$ cat config.mk
export PLATFORM = sky130hd
export DESIGN_NAME = hvd_phase
export DESIGN_NICKNAME = d
export VERILOG_FILES = /design/src/design/hvd_pkg.sv /design/src/design/hvd_phase.sv
export SDC_FILE = /design/constraint.sdc
export NUM_CORES = 2
export LEC_CHECK = 0
export ABC_AREA = 1
export ABC_CLOCK_PERIOD_IN_PS = 8100
export CORE_MARGIN = 1.5
export CORE_UTILIZATION = 57
export CTS_BUF_LIST = sky130_fd_sc_hd__clkbuf_2
export CTS_CLUSTER_SIZE = 14
export DETAILED_ROUTE_END_ITERATION = 8
export DONT_BUFFER_PORTS = 1
export PLACE_DENSITY = 0.72
export SETUP_SLACK_MARGIN = 0.3
export SLEW_MARGIN = 10
export SYNTH_ARGS = -nofsm -noshare
export SYNTH_HDL_FRONTEND = slang
export SYNTH_SLANG_ARGS = --single-unit
$ cat constraint.sdc
create_clock -name clk_i -period 8.1 [get_ports clk_i]
set_input_delay 0.405 -clock clk_i [delete_from_list [all_inputs] [get_ports clk_i]]
set_output_delay 0.405 -clock clk_i [all_outputs]
set_load 0.05 [all_outputs]
$ cat src/design/hvd_pkg.sv
// ----------------------------------------------------------------------------
// hvd_pkg
// Shared widths, constants and tables for the haversine distance pipeline.
// ----------------------------------------------------------------------------
`default_nettype none

package hvd_pkg;

  // field widths
  localparam int unsigned LAT_W  = 28;
  localparam int unsigned LON_W  = 29;
  localparam int unsigned DIST_W = 31;

  // angle differences and phases
  localparam int unsigned ANG_W  = 30;
  localparam int unsigned PH_W   = 32;
  localparam int unsigned NUM_ANGLES = 4;

  // degrees to phase: divide by 45 through a reciprocal multiply
  localparam int unsigned OFS_W      = 31;
  localparam int unsigned PROD45_W   = 63;
  localparam int unsigned QUO_W      = 26;
  localparam int unsigned REM_W      = 6;
  localparam int unsigned RECIP_SH   = 37;
  localparam logic [31:0] RECIP_45   = 32'd3054198967;
  localparam int unsigned PHASE_DIV  = 45;
  localparam int unsigned PHASE_BIAS = 22;
  localparam logic [31:0] WRAP_OFS   = 32'd754974720;  // 45 * 2^24
  localparam logic [31:0] WRAP_QUO   = 32'd16777216;   // 2^24
  localparam int unsigned PH_LAT     = 4;

  // cordic
  localparam int unsigned CORDIC_STEPS = 30;
  localparam int unsigned CW = 34;
  localparam int unsigned ZW = 33;
  localparam logic signed [CW-1:0] CORDIC_GAIN_INV = 34'sd652032874;
  localparam int unsigned ROT_LANES = 4;
  localparam int unsigned ROT_LAT   = CORDIC_STEPS + 2;
  localparam int unsigned VEC_LAT   = CORDIC_STEPS + 1;

  localparam logic [1:0] QUAD_0 = 2'd0;
  localparam logic [1:0] QUAD_1 = 2'd1;
  localparam logic [1:0] QUAD_2 = 2'd2;
  localparam logic [1:0] QUAD_3 = 2'd3;

  // q30 arithmetic
  localparam int unsigned Q_W  = 31;
  localparam logic [Q_W-1:0] Q30_ONE = 31'h4000_0000;
  localparam int unsigned MUL_W = 2 * CW;
  localparam logic signed [MUL_W-1:0] ROUND_Q30 = 68'sd536870912;

  // square root
  localparam int unsigned SQ_W        = 62;
  localparam int unsigned SQRT_STEPS  = 31;
  localparam int unsigned SQRT_LANES  = 2;
  localparam int unsigned SQRT_LAT    = SQRT_STEPS + 1;

  // distance scaling: round(4 pi 6371 * 2^16)
  localparam int unsigned DPROD_W = 64;
  localparam logic [32:0] FOUR_PI_R = 33'd5246834913;

  function automatic logic signed [ZW-1:0] atan_tab(input int unsigned i);
    logic signed [ZW-1:0] v;
    case (i)
      0:  v = 33'sd536870912;
      1:  v = 33'sd316933406;
      2:  v = 33'sd167458907;
      3:  v = 33'sd85004756;
      4:  v = 33'sd42667331;
      5:  v = 33'sd21354465;
      6:  v = 33'sd10679838;
      7:  v = 33'sd5340245;
      8:  v = 33'sd2670163;
      9:  v = 33'sd1335087;
      10: v = 33'sd667544;
      11: v = 33'sd333772;
      12: v = 33'sd166886;
      13: v = 33'sd83443;
      14: v = 33'sd41722;
      15: v = 33'sd20861;
      16: v = 33'sd10430;
      17: v = 33'sd5215;
      18: v = 33'sd2608;
      19: v = 33'sd1304;
      20: v = 33'sd652;
      21: v = 33'sd326;
      22: v = 33'sd163;
      23: v = 33'sd81;
      24: v = 33'sd41;
      25: v = 33'sd20;
      26: v = 33'sd10;
      27: v = 33'sd5;
      28: v = 33'sd3;
      29: v = 33'sd1;
      default: v = '0;
    endcase
    return v;
  endfunction

  // q60 product back to q30, floor after adding one half
  function automatic logic signed [CW-1:0] rnd_q30(input logic signed [MUL_W-1:0] p);
    logic signed [MUL_W-1:0] t;
    t = (p + ROUND_Q30) >>> 30;
    return CW'(t);
  endfunction

endpackage

`default_nettype wire

$ cat src/design/hvd_phase.sv
// ----------------------------------------------------------------------------
// hvd_phase
// Converts signed fixed-point degrees to 32-bit binary phase, four lanes.
// ----------------------------------------------------------------------------
`default_nettype none

module hvd_phase
  import hvd_pkg::*;
#(
  parameter int unsigned ANGLE_FRAC_BITS = 20
) (
  input  logic                    clk_i,
  input  logic                    rst_ni,
  input  logic                    valid_i,
  input  logic signed [ANG_W-1:0] angle_i [NUM_ANGLES],
  output logic                    valid_o,
  output logic [PH_W-1:0]         phase_o [NUM_ANGLES]
);

  // phase = floor((a * 2^(SH) + 22) / 45) mod 2^32, split as a = 45 q + r
  localparam int unsigned SH = 29 - ANGLE_FRAC_BITS;

  logic [PH_LAT-1:0]     vld_q;
  logic [OFS_W-1:0]      off_q  [NUM_ANGLES];
  logic [OFS_W-1:0]      off2_q [NUM_ANGLES];
  logic [PROD45_W-1:0]   prod_q [NUM_ANGLES];
  logic [QUO_W-1:0]      quo_q  [NUM_ANGLES];
  logic [REM_W-1:0]      rem_q  [NUM_ANGLES];
  logic [PH_W-1:0]       ph_q   [NUM_ANGLES];
  logic [PH_W-1:0]       frac_tab [2**REM_W];

  for (genvar g = 0; g < 2**REM_W; g++) begin : g_tab
    assign frac_tab[g] = (g < PHASE_DIV) ?
                         PH_W'(((g << SH) + PHASE_BIAS) / PHASE_DIV) : '0;
  end

  always_ff @(posedge clk_i or negedge rst_ni) begin
    if (!rst_ni) begin
      vld_q <= '0;
    end else begin
      vld_q <= {vld_q[PH_LAT-2:0], valid_i};
    end
  end

  for (genvar l = 0; l < NUM_ANGLES; l++) begin : g_lane
    logic [31:0]      ofs_d;
    logic [QUO_W-1:0] quo_d;
    logic [REM_W-1:0] rem_d;

    // offset by a multiple of 45 so the dividend is never negative
    assign ofs_d = 32'(angle_i[l]) + WRAP_OFS;
    assign quo_d = prod_q[l][PROD45_W-1:RECIP_SH];
    assign rem_d = REM_W'(off2_q[l] - OFS_W'(OFS_W'(quo_d) * OFS_W'(PHASE_DIV)));

    always_ff @(posedge clk_i) begin
      off_q[l]  <= ofs_d[OFS_W-1:0];
      prod_q[l] <= PROD45_W'(off_q[l]) * PROD45_W'(RECIP_45);
      off2_q[l] <= off_q[l];
      quo_q[l]  <= quo_d;
      rem_q[l]  <= rem_d;
      ph_q[l]   <= ((PH_W'(quo_q[l]) - WRAP_QUO) << SH) + frac_tab[rem_q[l]];
    end

    assign phase_o[l] = ph_q[l];
  end

  assign valid_o = vld_q[PH_LAT-1];

endmodule

`default_nettype wire

* Word-level counts from Yosys, hierarchy flattened *
Memory sizes are Yosys's and may differ from the RTL's.
Cells that the tools add are included.

operators by class
  muxes and demuxes = 8
  add/subtract/negate cells = 16
  bitwise gates (word level) = 4
  $mul = 8
  magnitude comparators = 4

operator list
  operator                count
  $mux 32                 8
  $mul 31x32->63 const B  4
  $add 32x32->32          4
  $add 30x31->31 const B  4
  $mul 26x6->6 const B    4
  $sub 23x1->23 const B   4
  $ge 7x7->1 const B      4
  $not 6->7               4
  $sub 6x6->6             4

storage, ports and cells
  memories kept = 10
  ROM bits = 8192
  flip-flop bits (word level) = 4
  word-level logic and storage cells = 51
  bits in writable memories = 756

memories
  memory           depth  width  rd ports  clocked after Yosys merged registers in  wr ports  RTL line         text
  (no name shown)  64     32     1         0                                        0         hvd_phase.sv:61  ph_q[l] <= ((PH_W'(quo_q[l]) - WRAP_QUO) << SH) + frac_tab[rem_q[l]];
  (no name shown)  64     32     1         0                                        0         hvd_phase.sv:61
  (no name shown)  64     32     1         0                                        0         hvd_phase.sv:61
  (no name shown)  64     32     1         0                                        0         hvd_phase.sv:61
  prod_q           4      63     4         0                                        4         hvd_phase.sv:26  logic [PROD45_W-1:0] prod_q [NUM_ANGLES];
  ph_q             4      32     4         0                                        4         hvd_phase.sv:29  logic [PH_W-1:0] ph_q [NUM_ANGLES];
  +4 memories      n/a    n/a    n/a       n/a                                      n/a       n/a

* Logic depth before layout (Yosys ltp) *
An unclocked memory read counts as a cell.

  depth after elaboration = 6
  mapped depth = 29
  depth with buffers taken out = 29

* Least setup slack after synthesis *
OpenSTA, ideal clock, no wires.

  path kind = reg-to-reg
  start point = mem off_q[1][28]
  end point = mem prod_q[1][47]
  library setup time = 0.112 ns
  cell stages (with the launch flop) = 23
  setup slack = 2.441 ns
  period minus slack after synthesis = 5.659 ns
  arrival = 5.547 ns
  cells stage by stage = dfxtp_1 fa_1 inv_1 fa_1 inv_1 fa_1 fa_1 fa_1 fa_1 fa_1 inv_1 fa_1 inv_1 ha_1 nand2_1 nor2_1 nand2_1 nor2_2 inv_1 nor3_1 o21ai_1 nand3_1 nand2_1

RTL lines
  what             RTL line         text
  start, declared  hvd_phase.sv:24  logic [OFS_W-1:0] off_q [NUM_ANGLES];
  end, declared    hvd_phase.sv:26

==> summary.md <==
| Metric | Value |
|---|---|
| Pre-CTS setup slack | 1.57 ns |
| Pin slew with the least headroom to its limit | 1.03 ns |
| Pin count of the biggest net entering global routing | 24 |
| Highest attainable clock frequency | 0.150 GHz |
| Distinct cell type count after synthesis | 46 |
| Detailed placement HPWL | 195000 microns |
| Largest cells by area after synthesis | sky130_fd_sc_hd__fa_1, sky130_fd_sc_hd__ha_1, sky130_fd_sc_hd__inv_1 |
| Area growth from synthesis to final layout | 9.58% |
| Die boundary width | 365 microns |
| Setup Buffers After CTS | 0 |
| Multi-input combinational cell area | 54300 sq um |
| Final Hold Viols | 0 |
| Setup TNS | 0 ns |
| Die area | 133000 sq um |
| Path class of the lowest-slack min-delay path | in -> reg |
| Routed len/inst | 19.8 microns |
| Cell family contributing the most delay on the critical path | adder cells |
| Endpoint of the worst register-to-register path | prod_q[2][47] |
| IO Count | 252 |
| Vertical extent of the die | 365 microns |
| Drt initial violations | 4331 |
| Overall global routing resource usage | 0.349 |
| Buffer type at the clock tree root | sky130_fd_sc_hd__clkbuf_2 |
| Final layout net count | 12086 |
| Filler Cells Inserted | 11442 |
| Post-CTS Hold Buffers | 368 |
| Proportion of layout cells with a drive suffix above 1 | 0.0316 |
| Critical Path AT | 7.96 ns |
| Average cell area after synthesis | 8.29 sq um |
| Worst min-delay path endpoint | off_q[3][28] |
| Total CTS buffers | 132 |
| Worst Reg-to-Reg Cells | 18 |
| Required arrival time at the worst endpoint | 9.41 ns |
| Number of max-cap violations | 0 |
| Routed wire length | 224000 microns |
| Port Buffers | 0 |
| Net count after synthesis | 11600 |
| Kind of critical path | reg -> reg |
| Final number of setup-violating endpoints | 0 |
| Number of buffer and inverter stages on the critical path | 2 |
| Setup crit start kind | flop |
| Inst Count DP | 10733 |
| Minimum setup slack in the final design | 1.45 ns |
| Endpoint class of the critical path | flop |
| CTS max path bufs | 3 |
| CTS H-tree lvls | 4 |
| Routed vias/inst | 5.12 |
| Number of enable-type register cells in the synthesized netlist | 0 |
| Share of synthesized registers carrying an async set or reset | 0.00820 |
| Share of the synthesized area in the top cell type | 0.318 |
| Floorplan core area | 130000 sq um |
| Commonest non-fill, non-tap cell in the layout | sky130_fd_sc_hd__inv_1 |
| Post-Syn Instances | 9007 |
| Clock latency on the worst-skew pair | 1.54 ns |
| Period minus WS final | 6.65 ns |
| Max transition margin | 0.316 |
| Largest stage delay, worst path | 0.61 ns |
| Ratio of final minimum period to clock period | 0.821 |
| Setup slack of the most critical reg-to-reg path | 1.45 ns |
| Origin of the critical flop-to-flop path | off_q[2][22] |
| Main flop type after synthesis | sky130_fd_sc_hd__dfxtp_1 |
| Setup skew after layout | 0.147 ns |
| Count of cells resized by post-cts repair | 0 |
| Final routed DRC violation total | 0 |
| Yosys warning total | 0 |
| Launch instance of the worst min-delay path | angle_i[28] |
| RSZ-0062 raised after global routing | no |
| Register bit total from synthesis | 488 |
| Run status | finished, final reports clean |
| Number of global-route vias before repair | 62355 |
| Count of vias placed by the detailed router | 58086 |
| Register area | 9790 sq um |
| Initial DRT Pass Iterations | 8 |
| Clock tree from TritonCTS | built |
| Post-Syn Area | 74600 sq um |
| Remaining Overflow, GRT | 0 |
| Sink Count | 488 |
| Top library cells by usage in the layout, fill and taps aside | sky130_fd_sc_hd__inv_1, sky130_fd_sc_hd__nand2_1, sky130_fd_sc_hd__ha_1 |
| Cells traversed along the worst timing path | ha_1 -> fa_1 -> fa_1 -> fa_1 -> fa_1 -> fa_1 -> fa_1 -> inv_1 -> fa_1 -> inv_1 -> ha_1 -> nand2_1 -> nor2_1 -> nand2_1 -> o21bai_1 -> nand2_1 -> nand4_1 -> nand2_1 |
| CP Max Fanout | 6 |
| Antenna Nets Post-Route | 0 |
| Wire length of the first global-routing pass | 350000 microns |
| Clk slew on worst S/H paths | 0.10 ns |
| Initial antenna violation count | 12 |
| Last weighted congestion value of the routability-driven placer | 1.02 |
| Cell Area, Placed | 76800 sq um |
| Final Max Tran Viols | 0 |
| Biggest area consumer among synthesized cells | sky130_fd_sc_hd__fa_1 |
| Number of rows in the core area | 132 |
| Hold Crit Depth | 3 |
| Effective utilization at floorplan | 0.576 |
| Final instance count without filler cells | 11342 |
| Final instance area | 81800 sq um |
| Most used cell along the critical path | sky130_fd_sc_hd__fa_1 |
| Cell with the largest stage delay on the worst path | sky130_fd_sc_hd__dfxtp_1 |
| Portion of the post-synthesis area used by sequential elements | 0.131 |
cell families (layout without fill, tap and decap cells):
| kind of cell | Yosys count | after routing | synth area share |
|---|---|---|---|
| adder cells (fa/ha/maj) | 2470 | 2470 | 0.533 |
| XOR/XNOR | 94 | 94 | 0.0110 |
| buffers and inverters | 2811 | 3394 | 0.142 |
| AO/OA/AOI/OAI | 535 | 535 | 0.0394 |
| AND/OR/NAND/NOR | 2609 | 2609 | 0.144 |
| flip-flops | 488 | 488 | 0.131 |
| other | 0 | 10 | 0 |
cells in the mapped netlist (7+ instances only):
cell type	number
sky130_fd_sc_hd__nand4_1	43
sky130_fd_sc_hd__dfxtp_1	484
sky130_fd_sc_hd__nand2_2	22
sky130_fd_sc_hd__nand3b_1	14
sky130_fd_sc_hd__o21bai_1	47
sky130_fd_sc_hd__o211ai_1	11
sky130_fd_sc_hd__fa_1	1184
sky130_fd_sc_hd__xnor2_1	39
sky130_fd_sc_hd__o311ai_0	7
sky130_fd_sc_hd__nor2_1	392
sky130_fd_sc_hd__nor2_2	37
sky130_fd_sc_hd__o21ai_1	11
sky130_fd_sc_hd__a21oi_1	280
sky130_fd_sc_hd__nor3_2	14
sky130_fd_sc_hd__buf_2	9
sky130_fd_sc_hd__nor2_4	7
sky130_fd_sc_hd__nand3_1	259
sky130_fd_sc_hd__o221ai_1	8
sky130_fd_sc_hd__ha_1	1286
sky130_fd_sc_hd__nand2_1	1757
sky130_fd_sc_hd__inv_2	12
sky130_fd_sc_hd__nor4_1	14
sky130_fd_sc_hd__xor2_1	55
sky130_fd_sc_hd__nor3_1	33
sky130_fd_sc_hd__inv_1	2780
sky130_fd_sc_hd__clkbuf_1	8
sky130_fd_sc_hd__o21ai_0	148
worst max path at each step:
| stage | end | slack [ns] | cells past startpoint | from |
|---|---|---|---|---|
| 2_1_floorplan | prod_q[1][47] | 2.44 | 22 | off_q[1][28] |
| 5_1_grt | prod_q[1][47] | 1.19 | 25 | off_q[1][4] |
| 6_report | prod_q[2][47] | 1.45 | 18 | off_q[2][22] |
| 3_3_place_gp | prod_q[1][37] | 1.55 | 22 | off_q[1][22] |
| 4_1_cts | prod_q[2][47] | 1.53 | 18 | off_q[2][22] |
| 3_5_place_dp | prod_q[2][47] | 1.57 | 18 | off_q[2][22] |
routing by layer:
layer	track usage	wire, microns
met1	0.454	95600
met3	0.0683	15000
met5	0	12
met4	0.138	9740
met2	0.573	104000
state kept, by name, indices dropped and copies added, names as in the netlist:
signal and count:
off2_q 20, off_q 124, ph_q 128, prod_q 96, quo_q 92, rem_q 24
vld_q 4
tightest hold or removal path, delay by kind of cell:
| family | cells | cell delay, ns |
|---|---|---|
| xor+xnor | 1 | 0.08 |
| buf+inv | 2 | 1.13 |
cell type report:
cell class | instances | area share
clock inverter | 58 | 0.00566
clock buffer | 173 | 0.0106
inverter | 2794 | 0.128
sequential | 488 | 0.120
multi-input combinational | 5708 | 0.664
timing repair buffer | 369 | 0.0451
antenna | 10 | 0.000306
tap | 1742 | 0.0266
per-stage QoR:
| step | hold slack (ns) | utilization |
|---|---|---|
| floorplan | 0.109 | - |
| global placement | 0.109 | 0.592 |
| detailed placement | 0.110 | 0.592 |
| CTS | 0.00747 | 0.631 |
| global route | 0.0624 | 0.631 |
| finish | 0.180 | 0.631 |
Power is left out: the tool's default activity adds up to more than one toggle a clock period on the data nets, which glitch-free logic cannot reach.
